<file path="config.mk">
export PLATFORM = sky130hd
export DESIGN_NAME = irc_message_tokenizer
export DESIGN_NICKNAME = d
export VERILOG_FILES = /design/src/hw/rtl/irc_tok_pkg.sv /design/src/hw/rtl/irc_message_tokenizer.sv /design/src/hw/rtl/irc_tok_step.sv
export SDC_FILE = /design/constraint.sdc
export NUM_CORES = 1
export LEC_CHECK = 0
export BUFFER_PORTS_ARGS = -buffer_cell sky130_fd_sc_hd__buf_2
export CORE_UTILIZATION = 63
export DETAILED_ROUTE_END_ITERATION = 8
export PLACE_DENSITY = 0.85
export SYNTH_ARGS = -nofsm -noshare
export SYNTH_HDL_FRONTEND = slang
export SYNTH_SLANG_ARGS = --single-unit
</file>
<file path="constraint.sdc">
create_clock -name i_clk -period 6.05 [get_ports i_clk]
set_clock_uncertainty 0.1 [all_clocks]
set_input_delay 1.5125 -clock i_clk [delete_from_list [all_inputs] [get_ports i_clk]]
set_output_delay 1.5125 -clock i_clk [all_outputs]
set_load 0.01 [all_outputs]
</file>
<file path="src/hw/rtl/irc_tok_pkg.sv">
// Shared types and codes for the IRC message tokenizer.
package irc_tok_pkg;

    // Parser position within the line
    typedef enum logic [3:0] {
        PH_START,
        PH_TAGS,
        PH_KEY,
        PH_VAL,
        PH_AFTER_TAGS,
        PH_SRC_OPEN,
        PH_SOURCE,
        PH_AFTER_SRC,
        PH_CMD,
        PH_ARGSKIP,
        PH_MIDDLE,
        PH_REST,
        PH_DRAIN
    } t_phase;

    // Field kinds
    localparam logic [2:0] KIND_TAG_KEY = 3'd0;
    localparam logic [2:0] KIND_TAG_VAL = 3'd1;
    localparam logic [2:0] KIND_SOURCE  = 3'd2;
    localparam logic [2:0] KIND_COMMAND = 3'd3;
    localparam logic [2:0] KIND_MIDDLE  = 3'd4;
    localparam logic [2:0] KIND_REST    = 3'd5;

    // Message status codes
    localparam logic [2:0] STAT_OK        = 3'd0;
    localparam logic [2:0] STAT_EMPTY_TAG = 3'd1;
    localparam logic [2:0] STAT_TOO_MANY  = 3'd2;
    localparam logic [2:0] STAT_EMPTY_SRC = 3'd3;
    localparam logic [2:0] STAT_NO_CMD    = 3'd4;

    // Input request: one line byte
    typedef struct packed {
        logic [7:0] data;
        logic       last;
    } t_in_req;

    // Output request: one tokenizer result
    typedef struct packed {
        logic [2:0] field_kind;
        logic [4:0] field_index;
        logic [7:0] char_out;
        logic       char_valid;
        logic       field_end;
        logic       message_end;
        logic [2:0] status;
        logic [5:0] tag_count;
        logic [3:0] arg_count;
    } t_out_req;

    // Parser state carried between bytes
    typedef struct packed {
        t_phase     phase;
        logic       esc;
        logic [5:0] tag_cnt;
        logic [3:0] arg_cnt;
        logic [2:0] err;
    } t_state;

endpackage

</file>
<file path="src/hw/rtl/irc_message_tokenizer.sv">
// Top level of the IRC line tokenizer with message tag parsing.
//
// Input channel: one line byte per request (data, last) on i_in_valid /
// o_in_stall. Output channel: at most one result per byte on o_out_valid /
// i_out_stall; each result tags a content byte with its field kind and
// index, marks field ends, and on the last byte of a line carries
// message_end with the status and the tag and argument counts.
// A byte is captured in an input register, decoded by the parser step
// logic once the output register is free, and its result lands in the
// output register. Bytes that only advance the parser produce nothing.
// Throughput is one byte per cycle while the receiver does not stall, set
// by the single parser state update per byte. While the receiver stalls a
// held result, one more byte is taken into the input register; after that
// o_in_stall rises.
// Reset empties both registers and returns the parser to start of line;
// the parser also returns there after every last byte.
module irc_message_tokenizer #(
    parameter int MAX_TAGS      = 32,
    parameter int MAX_ARGUMENTS = 15
) (
    input  logic                  i_clk,
    input  logic                  i_rst_n,
    input  logic                  i_in_valid,
    output logic                  o_in_stall,
    input  irc_tok_pkg::t_in_req  i_in,
    output logic                  o_out_valid,
    input  logic                  i_out_stall,
    output irc_tok_pkg::t_out_req o_out
);

    logic                  r_in_valid;
    irc_tok_pkg::t_in_req  r_in;
    logic                  r_out_valid;
    irc_tok_pkg::t_out_req r_out;
    irc_tok_pkg::t_state   r_state;

    irc_tok_pkg::t_state   n_state;
    irc_tok_pkg::t_out_req n_out;
    logic                  n_out_has;
    logic                  w_fire;
    logic                  w_out_free;
    logic                  w_in_take;

    // Handshake control
    assign w_out_free = !r_out_valid || !i_out_stall;
    assign w_fire     = r_in_valid && w_out_free;
    assign o_in_stall = r_in_valid && !w_out_free;
    assign w_in_take  = i_in_valid && !o_in_stall;

    irc_tok_step #(
        .MAX_TAGS      (MAX_TAGS),
        .MAX_ARGUMENTS (MAX_ARGUMENTS)
    ) u_step (
        .i_state     (r_state),
        .i_req       (r_in),
        .o_state     (n_state),
        .o_res       (n_out),
        .o_res_valid (n_out_has)
    );

    // Control registers
    always_ff @(posedge i_clk) begin
        if (!i_rst_n) begin
            r_in_valid  <= 1'b0;
            r_out_valid <= 1'b0;
            r_state     <= '{phase: irc_tok_pkg::PH_START, esc: 1'b0, tag_cnt: 6'd0,
                             arg_cnt: 4'd0, err: 3'd0};
        end else begin
            if (w_in_take) begin
                r_in_valid <= 1'b1;
            end else if (w_fire) begin
                r_in_valid <= 1'b0;
            end
            if (w_fire) begin
                r_out_valid <= n_out_has;
                r_state     <= n_state;
            end else if (w_out_free) begin
                r_out_valid <= 1'b0;
            end
        end
    end

    // Payload registers
    always_ff @(posedge i_clk) begin
        if (w_in_take) begin
            r_in <= i_in;
        end
        if (w_fire && n_out_has) begin
            r_out <= n_out;
        end
    end

    assign o_out_valid = r_out_valid;
    assign o_out       = r_out;

    // Parser is back at start of line after a last byte
    a_line_reset: assert property (@(posedge i_clk) disable iff (!i_rst_n)
        (w_fire && r_in.last) |=>
            (r_state.phase == irc_tok_pkg::PH_START && r_state.tag_cnt == 6'd0
             && r_state.arg_cnt == 4'd0 && !r_state.esc))
        else $error("parser state not cleared after line end");

    // A last byte always yields a message-end result
    a_last_result: assert property (@(posedge i_clk) disable iff (!i_rst_n)
        (w_fire && r_in.last) |=> (r_out_valid && r_out.message_end))
        else $error("line end produced no message-end result");

    // Summary fields stay zero except at message end
    a_summary_zero: assert property (@(posedge i_clk) disable iff (!i_rst_n)
        (o_out_valid && !o_out.message_end) |->
            (o_out.status == irc_tok_pkg::STAT_OK && o_out.tag_count == 6'd0
             && o_out.arg_count == 4'd0))
        else $error("summary fields set before message end");

    // Tag count never exceeds the limit
    a_tag_limit: assert property (@(posedge i_clk) disable iff (!i_rst_n)
        r_state.tag_cnt <= 6'(MAX_TAGS))
        else $error("tag counter above limit");

endmodule

</file>
<file path="src/hw/rtl/irc_tok_step.sv">
// Per-byte parser step: next state and result for one line byte.
module irc_tok_step #(
    parameter int MAX_TAGS      = 32,
    parameter int MAX_ARGUMENTS = 15
) (
    input  irc_tok_pkg::t_state   i_state,
    input  irc_tok_pkg::t_in_req  i_req,
    output irc_tok_pkg::t_state   o_state,
    output irc_tok_pkg::t_out_req o_res,
    output logic                  o_res_valid
);

    localparam logic [7:0] CH_AT    = 8'h40;
    localparam logic [7:0] CH_COLON = 8'h3A;
    localparam logic [7:0] CH_SEMI  = 8'h3B;
    localparam logic [7:0] CH_EQ    = 8'h3D;
    localparam logic [7:0] CH_SPACE = 8'h20;
    localparam logic [7:0] CH_BSL   = 8'h5C;
    localparam logic [7:0] CH_S     = 8'h73;
    localparam logic [7:0] CH_R     = 8'h72;
    localparam logic [7:0] CH_N     = 8'h6E;
    localparam logic [7:0] CH_CR    = 8'h0D;
    localparam logic [7:0] CH_LF    = 8'h0A;

    localparam logic [5:0] MaxTags  = 6'(MAX_TAGS);
    localparam logic [3:0] LastSlot = 4'(MAX_ARGUMENTS - 1);

    // Value escape decode
    function automatic logic [7:0] unescape(input logic [7:0] c);
        unique case (c)
            CH_COLON: unescape = CH_SEMI;
            CH_S:     unescape = CH_SPACE;
            CH_R:     unescape = CH_CR;
            CH_N:     unescape = CH_LF;
            default:  unescape = c;
        endcase
    endfunction

    logic [7:0]  c;
    logic        w_last;
    logic [4:0]  tag_idx_cur;
    logic [4:0]  arg_idx_cur;
    logic [5:0]  tag_dec;
    logic [3:0]  arg_dec;
    logic [4:0]  tag_idx_nxt;
    logic [4:0]  arg_idx_nxt;
    irc_tok_pkg::t_state   w_nxt;
    irc_tok_pkg::t_out_req w_res;
    logic        w_any;
    logic        w_lone;
    logic [2:0]  w_status;

    assign c           = i_req.data;
    assign w_last      = i_req.last;
    assign tag_dec     = i_state.tag_cnt - 6'd1;
    assign arg_dec     = i_state.arg_cnt - 4'd1;
    assign tag_idx_cur = tag_dec[4:0];
    assign arg_idx_cur = {1'b0, arg_dec};

    // Byte decode per phase
    always_comb begin
        w_nxt  = i_state;
        w_res  = '0;
        w_any  = 1'b0;
        w_lone = 1'b0;
        unique case (i_state.phase)
            irc_tok_pkg::PH_START, irc_tok_pkg::PH_AFTER_TAGS,
            irc_tok_pkg::PH_AFTER_SRC: begin
                if (i_state.phase == irc_tok_pkg::PH_START && c == CH_AT) begin
                    w_nxt.phase = irc_tok_pkg::PH_TAGS;
                    w_lone      = 1'b1;
                end else if (i_state.phase != irc_tok_pkg::PH_START && c == CH_SPACE) begin
                    // skip separator spaces
                end else if (i_state.phase != irc_tok_pkg::PH_AFTER_SRC
                             && c == CH_COLON) begin
                    w_nxt.phase = irc_tok_pkg::PH_SRC_OPEN;
                end else if (c == CH_SPACE) begin
                    // empty command
                    w_res.field_kind = irc_tok_pkg::KIND_COMMAND;
                    w_res.field_end  = 1'b1;
                    w_any            = 1'b1;
                    w_nxt.phase      = irc_tok_pkg::PH_ARGSKIP;
                end else begin
                    w_res.field_kind = irc_tok_pkg::KIND_COMMAND;
                    w_res.char_out   = c;
                    w_res.char_valid = 1'b1;
                    w_any            = 1'b1;
                    w_nxt.phase      = irc_tok_pkg::PH_CMD;
                end
            end
            irc_tok_pkg::PH_TAGS: begin
                if (c == CH_SEMI) begin
                    // empty token
                end else if (c == CH_SPACE) begin
                    w_nxt.esc   = 1'b0;
                    w_nxt.phase = irc_tok_pkg::PH_AFTER_TAGS;
                end else if (i_state.tag_cnt >= MaxTags) begin
                    w_nxt.err   = irc_tok_pkg::STAT_TOO_MANY;
                    w_nxt.phase = irc_tok_pkg::PH_DRAIN;
                end else begin
                    w_nxt.tag_cnt     = i_state.tag_cnt + 6'd1;
                    w_res.field_kind  = irc_tok_pkg::KIND_TAG_KEY;
                    w_res.field_index = i_state.tag_cnt[4:0];
                    w_any             = 1'b1;
                    if (c == CH_EQ) begin
                        w_res.field_end = 1'b1;
                        w_nxt.phase     = irc_tok_pkg::PH_VAL;
                    end else begin
                        w_res.char_out   = c;
                        w_res.char_valid = 1'b1;
                        w_nxt.phase      = irc_tok_pkg::PH_KEY;
                    end
                end
            end
            irc_tok_pkg::PH_KEY: begin
                w_res.field_kind  = irc_tok_pkg::KIND_TAG_KEY;
                w_res.field_index = tag_idx_cur;
                w_any             = 1'b1;
                if (c == CH_SEMI || c == CH_SPACE || c == CH_EQ) begin
                    w_res.field_end = 1'b1;
                    w_nxt.esc       = (c == CH_EQ) ? i_state.esc : 1'b0;
                    priority case (1'b1)
                        c == CH_SEMI:  w_nxt.phase = irc_tok_pkg::PH_TAGS;
                        c == CH_SPACE: w_nxt.phase = irc_tok_pkg::PH_AFTER_TAGS;
                        default:       w_nxt.phase = irc_tok_pkg::PH_VAL;
                    endcase
                end else begin
                    w_res.char_out   = c;
                    w_res.char_valid = 1'b1;
                end
            end
            irc_tok_pkg::PH_VAL: begin
                w_res.field_kind  = irc_tok_pkg::KIND_TAG_VAL;
                w_res.field_index = tag_idx_cur;
                if (c == CH_SEMI || c == CH_SPACE) begin
                    w_res.field_end = 1'b1;
                    w_any           = 1'b1;
                    w_nxt.esc       = 1'b0;
                    w_nxt.phase     = (c == CH_SEMI) ? irc_tok_pkg::PH_TAGS
                                                     : irc_tok_pkg::PH_AFTER_TAGS;
                end else if (i_state.esc) begin
                    w_nxt.esc        = 1'b0;
                    w_res.char_out   = unescape(c);
                    w_res.char_valid = 1'b1;
                    w_any            = 1'b1;
                end else if (c == CH_BSL) begin
                    w_nxt.esc         = 1'b1;
                    w_res.field_kind  = '0;
                    w_res.field_index = '0;
                end else begin
                    w_res.char_out   = c;
                    w_res.char_valid = 1'b1;
                    w_any            = 1'b1;
                end
            end
            irc_tok_pkg::PH_SRC_OPEN, irc_tok_pkg::PH_SOURCE: begin
                w_res.field_kind = irc_tok_pkg::KIND_SOURCE;
                w_any            = 1'b1;
                if (c == CH_SPACE) begin
                    w_res.field_end = 1'b1;
                    w_nxt.phase     = irc_tok_pkg::PH_AFTER_SRC;
                end else begin
                    w_res.char_out   = c;
                    w_res.char_valid = 1'b1;
                    w_nxt.phase      = irc_tok_pkg::PH_SOURCE;
                end
            end
            irc_tok_pkg::PH_CMD: begin
                w_res.field_kind = irc_tok_pkg::KIND_COMMAND;
                w_any            = 1'b1;
                if (c == CH_SPACE) begin
                    w_res.field_end = 1'b1;
                    w_nxt.phase     = irc_tok_pkg::PH_ARGSKIP;
                end else begin
                    w_res.char_out   = c;
                    w_res.char_valid = 1'b1;
                end
            end
            irc_tok_pkg::PH_ARGSKIP: begin
                if (c != CH_SPACE) begin
                    w_nxt.arg_cnt = i_state.arg_cnt + 4'd1;
                    if (c == CH_COLON) begin
                        w_nxt.phase = irc_tok_pkg::PH_REST;
                    end else begin
                        w_res.field_index = {1'b0, i_state.arg_cnt};
                        w_res.char_out    = c;
                        w_res.char_valid  = 1'b1;
                        w_any             = 1'b1;
                        if (i_state.arg_cnt == LastSlot) begin
                            w_res.field_kind = irc_tok_pkg::KIND_REST;
                            w_nxt.phase      = irc_tok_pkg::PH_REST;
                        end else begin
                            w_res.field_kind = irc_tok_pkg::KIND_MIDDLE;
                            w_nxt.phase      = irc_tok_pkg::PH_MIDDLE;
                        end
                    end
                end
            end
            irc_tok_pkg::PH_MIDDLE: begin
                w_res.field_kind  = irc_tok_pkg::KIND_MIDDLE;
                w_res.field_index = arg_idx_cur;
                w_any             = 1'b1;
                if (c == CH_SPACE) begin
                    w_res.field_end = 1'b1;
                    w_nxt.phase     = irc_tok_pkg::PH_ARGSKIP;
                end else begin
                    w_res.char_out   = c;
                    w_res.char_valid = 1'b1;
                end
            end
            irc_tok_pkg::PH_REST: begin
                w_res.field_kind  = irc_tok_pkg::KIND_REST;
                w_res.field_index = arg_idx_cur;
                w_res.char_out    = c;
                w_res.char_valid  = 1'b1;
                w_any             = 1'b1;
            end
            default: begin
                w_nxt.phase = irc_tok_pkg::PH_DRAIN;
            end
        endcase
    end

    // Indexes as seen after this byte's counter updates
    logic [5:0] tag_dec_nxt;
    logic [3:0] arg_dec_nxt;
    assign tag_dec_nxt = w_nxt.tag_cnt - 6'd1;
    assign arg_dec_nxt = w_nxt.arg_cnt - 4'd1;
    assign tag_idx_nxt = tag_dec_nxt[4:0];
    assign arg_idx_nxt = {1'b0, arg_dec_nxt};

    // Line end: status, closing of an open field, state back to start
    always_comb begin
        o_res       = w_res;
        o_state     = w_nxt;
        o_res_valid = w_any || w_last;
        w_status    = irc_tok_pkg::STAT_OK;
        if (w_last) begin
            if (w_lone) begin
                w_status = irc_tok_pkg::STAT_EMPTY_TAG;
            end else begin
                unique case (w_nxt.phase)
                    irc_tok_pkg::PH_TAGS, irc_tok_pkg::PH_KEY, irc_tok_pkg::PH_VAL,
                    irc_tok_pkg::PH_AFTER_TAGS, irc_tok_pkg::PH_SOURCE,
                    irc_tok_pkg::PH_AFTER_SRC:
                        w_status = irc_tok_pkg::STAT_NO_CMD;
                    irc_tok_pkg::PH_SRC_OPEN: w_status = irc_tok_pkg::STAT_EMPTY_SRC;
                    irc_tok_pkg::PH_DRAIN:    w_status = w_nxt.err;
                    default:                  w_status = irc_tok_pkg::STAT_OK;
                endcase
            end
            if (!w_res.field_end) begin
                unique case (w_nxt.phase)
                    irc_tok_pkg::PH_KEY: begin
                        o_res.field_kind  = irc_tok_pkg::KIND_TAG_KEY;
                        o_res.field_index = tag_idx_nxt;
                        o_res.field_end   = 1'b1;
                    end
                    irc_tok_pkg::PH_VAL: begin
                        o_res.field_kind  = irc_tok_pkg::KIND_TAG_VAL;
                        o_res.field_index = tag_idx_nxt;
                        o_res.field_end   = 1'b1;
                    end
                    irc_tok_pkg::PH_SOURCE: begin
                        o_res.field_kind  = irc_tok_pkg::KIND_SOURCE;
                        o_res.field_index = '0;
                        o_res.field_end   = 1'b1;
                    end
                    irc_tok_pkg::PH_CMD: begin
                        o_res.field_kind  = irc_tok_pkg::KIND_COMMAND;
                        o_res.field_index = '0;
                        o_res.field_end   = 1'b1;
                    end
                    irc_tok_pkg::PH_MIDDLE: begin
                        o_res.field_kind  = irc_tok_pkg::KIND_MIDDLE;
                        o_res.field_index = arg_idx_nxt;
                        o_res.field_end   = 1'b1;
                    end
                    irc_tok_pkg::PH_REST: begin
                        o_res.field_kind  = irc_tok_pkg::KIND_REST;
                        o_res.field_index = arg_idx_nxt;
                        o_res.field_end   = 1'b1;
                    end
                    default: begin
                    end
                endcase
            end
            o_res.message_end = 1'b1;
            o_res.status      = w_status;
            o_res.tag_count   = w_nxt.tag_cnt;
            o_res.arg_count   = w_nxt.arg_cnt;
            o_state           = '0;
            o_state.phase     = irc_tok_pkg::PH_START;
        end
    end

endmodule

</file>
==> metrics.txt <==
status finished, violations left; violated checks DRC; Worst path slowest cell nor3_1; Die H 81.06 um; Slew @ Worst Pin ~1.2 ns; Iter 0 DRT Violations between 500 and 600; dominant synthesized flop cell edfxtp_1; Starting Density 65.73%; Tot GR Track Use a little over a third; min cycle time layout 3.946 ns; WL final ~11,000 um; Area Growth Syn to Fin 11.15%; commonest non-fill, non-tap cells in the layout 46 x buf_2, 41 x edfxtp_1, 33 x nand2_1, 30 x nor2_1, 24 x o21ai_0; Comb power frac under 10%; Yosys reg bits 61; vias per std cell 7.091; Fin. Hold Viols 0; CP cell instances nor2_1 -> o21ai_1 -> nor3_1 -> mux2i_1 -> ha_1 -> xor2_1 -> o22ai_1 -> mux2_2; root buf cell clkbuf_8; Arr. time, crit path about 4 ns; Reg power frac about half; vias in the first global route 3,308; # IOs 47; post-synth cell types 77; Sw Pwr between 0.2 and 0.25 mW; number of core rows 28; CP startpoint kind flop; average wire per standard cell just over 20 um; post-CTS setup buffers 0; Clock Pin Slew Worst Setup and Hold Paths 0.07 ns; Async SR Flop Fraction 0%; Hold-fix buffers, CTS 0; Reg area about 1600 um2; crit share post-route 65.22%; Crit Path Class flop to flop; CP delay by family, top simple AND/OR/NAND/NOR gates; Pleak 1.593 nW; Pre-Repair DR Iteration Count 7; TNS Setup 0 ns; Worst path max stage delay about 0.82 ns; maxcap violations 0; Final ANT Viol Nets 0; Multi-input gate area ~2200 um2; Peak VDD IR approximately 0.00018 V; Detail Placement HPWL 8065 um; number of CTS-inserted buffers 9; Setup WS post-layout between 2 and 2.5 ns; clock sinks 61; Nets roughly 480; RSZ-0062 raised after global routing no; post-CTS resize count 0; clk buf depth 2; Synth Cell Area just under 4000 um2; grt ovf 0; CP max FO 20; Skew-Pair Late Insertion Delay ~0.34 ns; Post-Place Cells approximately 520; pins over their slew limit 0; endpoints failing setup 0; first-pass GRT wire length roughly 17,000 um; clock share of power 41.3%; PortBufs between 40 and 50; Core Util, Final approximately three quarters; Die ar. around 6600 um2; initial antenna violation count 0; crit path buf inv count 0; PD cells ~210 nW/um2; pin count of the biggest net entering global routing 33; Post-synth EDFFs 41; average size of a mapped cell 9.353 um2; core area about 6000 um2; share of post-route cells with drive strength above 1 about 16%; Data required, critical path 6.04 ns; Fillers 440; via count between 3,000 and 4,000; Setup WS pre-CTS 2.296 ns; Fmax 0.2534 GHz; Seq/Total Area, Yosys between 40 and 50%; H-tree levels 3; relative slew slack 22.80%; Hold Crit Class flop to flop; Critical Path Sink Type flop; Syn Nets between 400 and 500; final non-filler cell total ~540; switch share between 20 and 25%; RePlAce Congestion ~1.0; commonest non-fill, non-tap cell in the layout buf_2; Gate Count Post-Synth 421; Chip Width 81.06 um; internal power around 0.7 mW; DRC viols 1; CTS tree built; antenna fix cells 0; Syn. warnings 0
[sequential cells by signal, indices dropped and copies added, names as in the netlist]
register     cells
o_out_valid      1
o_out           32
r_in             9
r_state         18
r_in_valid       1
[cells in the mapped netlist, types with 5 or more instances]
| cell type | number | area (um2) |
|---|---|---|
| nor2b_1 | 11 | 68.82 |
| and4_1 | 5 | 43.79 |
| nor2_1 | 30 | 112.6 |
| a31oi_1 | 8 | 50.05 |
| a21oi_1 | 19 | 95.09 |
| o211ai_1 | 6 | 45.04 |
| xnor2_1 | 7 | 61.31 |
| edfxtp_1 | 41 | 1231 |
| nand2_1 | 33 | 123.9 |
| a22oi_1 | 6 | 45.04 |
| a21boi_0 | 7 | 52.55 |
| o22ai_1 | 10 | 62.56 |
| mux2i_1 | 7 | 70.07 |
| nor3_1 | 16 | 80.08 |
| xor2_1 | 7 | 61.31 |
| clkbuf_1 | 16 | 60.06 |
| o221ai_1 | 5 | 43.79 |
| nand2b_1 | 7 | 43.79 |
| nand3_1 | 15 | 75.07 |
| o21ai_0 | 24 | 120.1 |
| and2_1 | 8 | 50.05 |
| nand4_1 | 5 | 31.28 |
| and3_1 | 5 | 31.28 |
| ha_1 | 8 | 100.1 |
| dfxtp_1 | 20 | 400.4 |
| inv_1 | 12 | 45.04 |
[power groups by stage]
stage	Clock (mW)	Combinational (mW)	Sequential [mW]
after global routing	0.398	0.0710	0.477
after global placement	0	0.0620	0.482
after CTS	0.378	0.0637	0.474
final	0.379	0.0646	0.475
after floorplan	0	0.0424	0.480
after detailed placement	0	0.0632	0.483
[per-layer routing]
layer / track usage, % / up-vias / share of wire, %
met5: 0 / - / 0
met3: 8.315 / 61 / 13
met2: 54.20 / 322 / 43
met4: 16.07 / 0 / 3.7
met1: 49.22 / 1723 / 41
li1: - / 1702 / -
[per-stage QoR]
| step | power [mW] | hold slack (ns) | cell area [um2] |
|---|---|---|---|
| 6_report | 0.9190 | 0.3978 | 4377 |
| 5_1_grt | 0.9453 | 0.4066 | 4377 |
| 4_1_cts | 0.9162 | 0.3862 | 4377 |
| 3_5_place_dp | 0.5466 | 0.3737 | 4172 |
| 3_3_place_gp | 0.5439 | 0.3589 | 4172 |
| 2_1_floorplan | 0.5220 | 0.3244 | 3938 |
[worst register-to-register path, delay by kind of cell (launching register included)]
kind	cells	cell delay, ns
multiplexers	2	0.82
XOR/XNOR	1	0.20
AND/OR/NAND/NOR	2	1.34
adder cells (fa/ha/maj)	1	0.31
flip-flops	1	0.51
AO/OA/AOI/OAI	2	0.43
[final cells by class]
class | count | share of cell area, %
Clock buffer | 10 | 2.916
Clock inverter | 6 | 1.772
Inverter | 12 | 1.029
Multi-Input combinational cell | 325 | 49.26
Sequential cell | 61 | 37.28
Tap cell | 75 | 2.144
Timing Repair Buffer | 48 | 5.603
[kinds of logic after synthesis]
family                   share of synthesized area [%]
AND/OR/NAND/NOR                                  24.69
AO/OA/AOI/OAI                                    21.80
flip-flops                                       41.44
buffers and inverters                            3.813
XOR/XNOR                                         3.114
multiplexers                                     2.351
adder cells (fa/ha/maj)                          2.796
[final timing paths]
check | cells past startpoint | start | slack [ns] | endpoint
worst max-delay path | 8 | r_state[17]$_SDFFE_PN0P_ | 2.10 | o_out[26]$_DFFE_PP_
worst min-delay path | 2 | r_state[1]$_SDFFE_PN0P_ | 0.40 | r_state[1]$_SDFFE_PN0P_
worst max register to register | 8 | r_state[17]$_SDFFE_PN0P_ | 2.10 | o_out[26]$_DFFE_PP_
worst min register to register | 2 | r_state[1]$_SDFFE_PN0P_ | 0.40 | r_state[1]$_SDFFE_PN0P_
No activity file was read; power rests on OpenSTA's default activity.
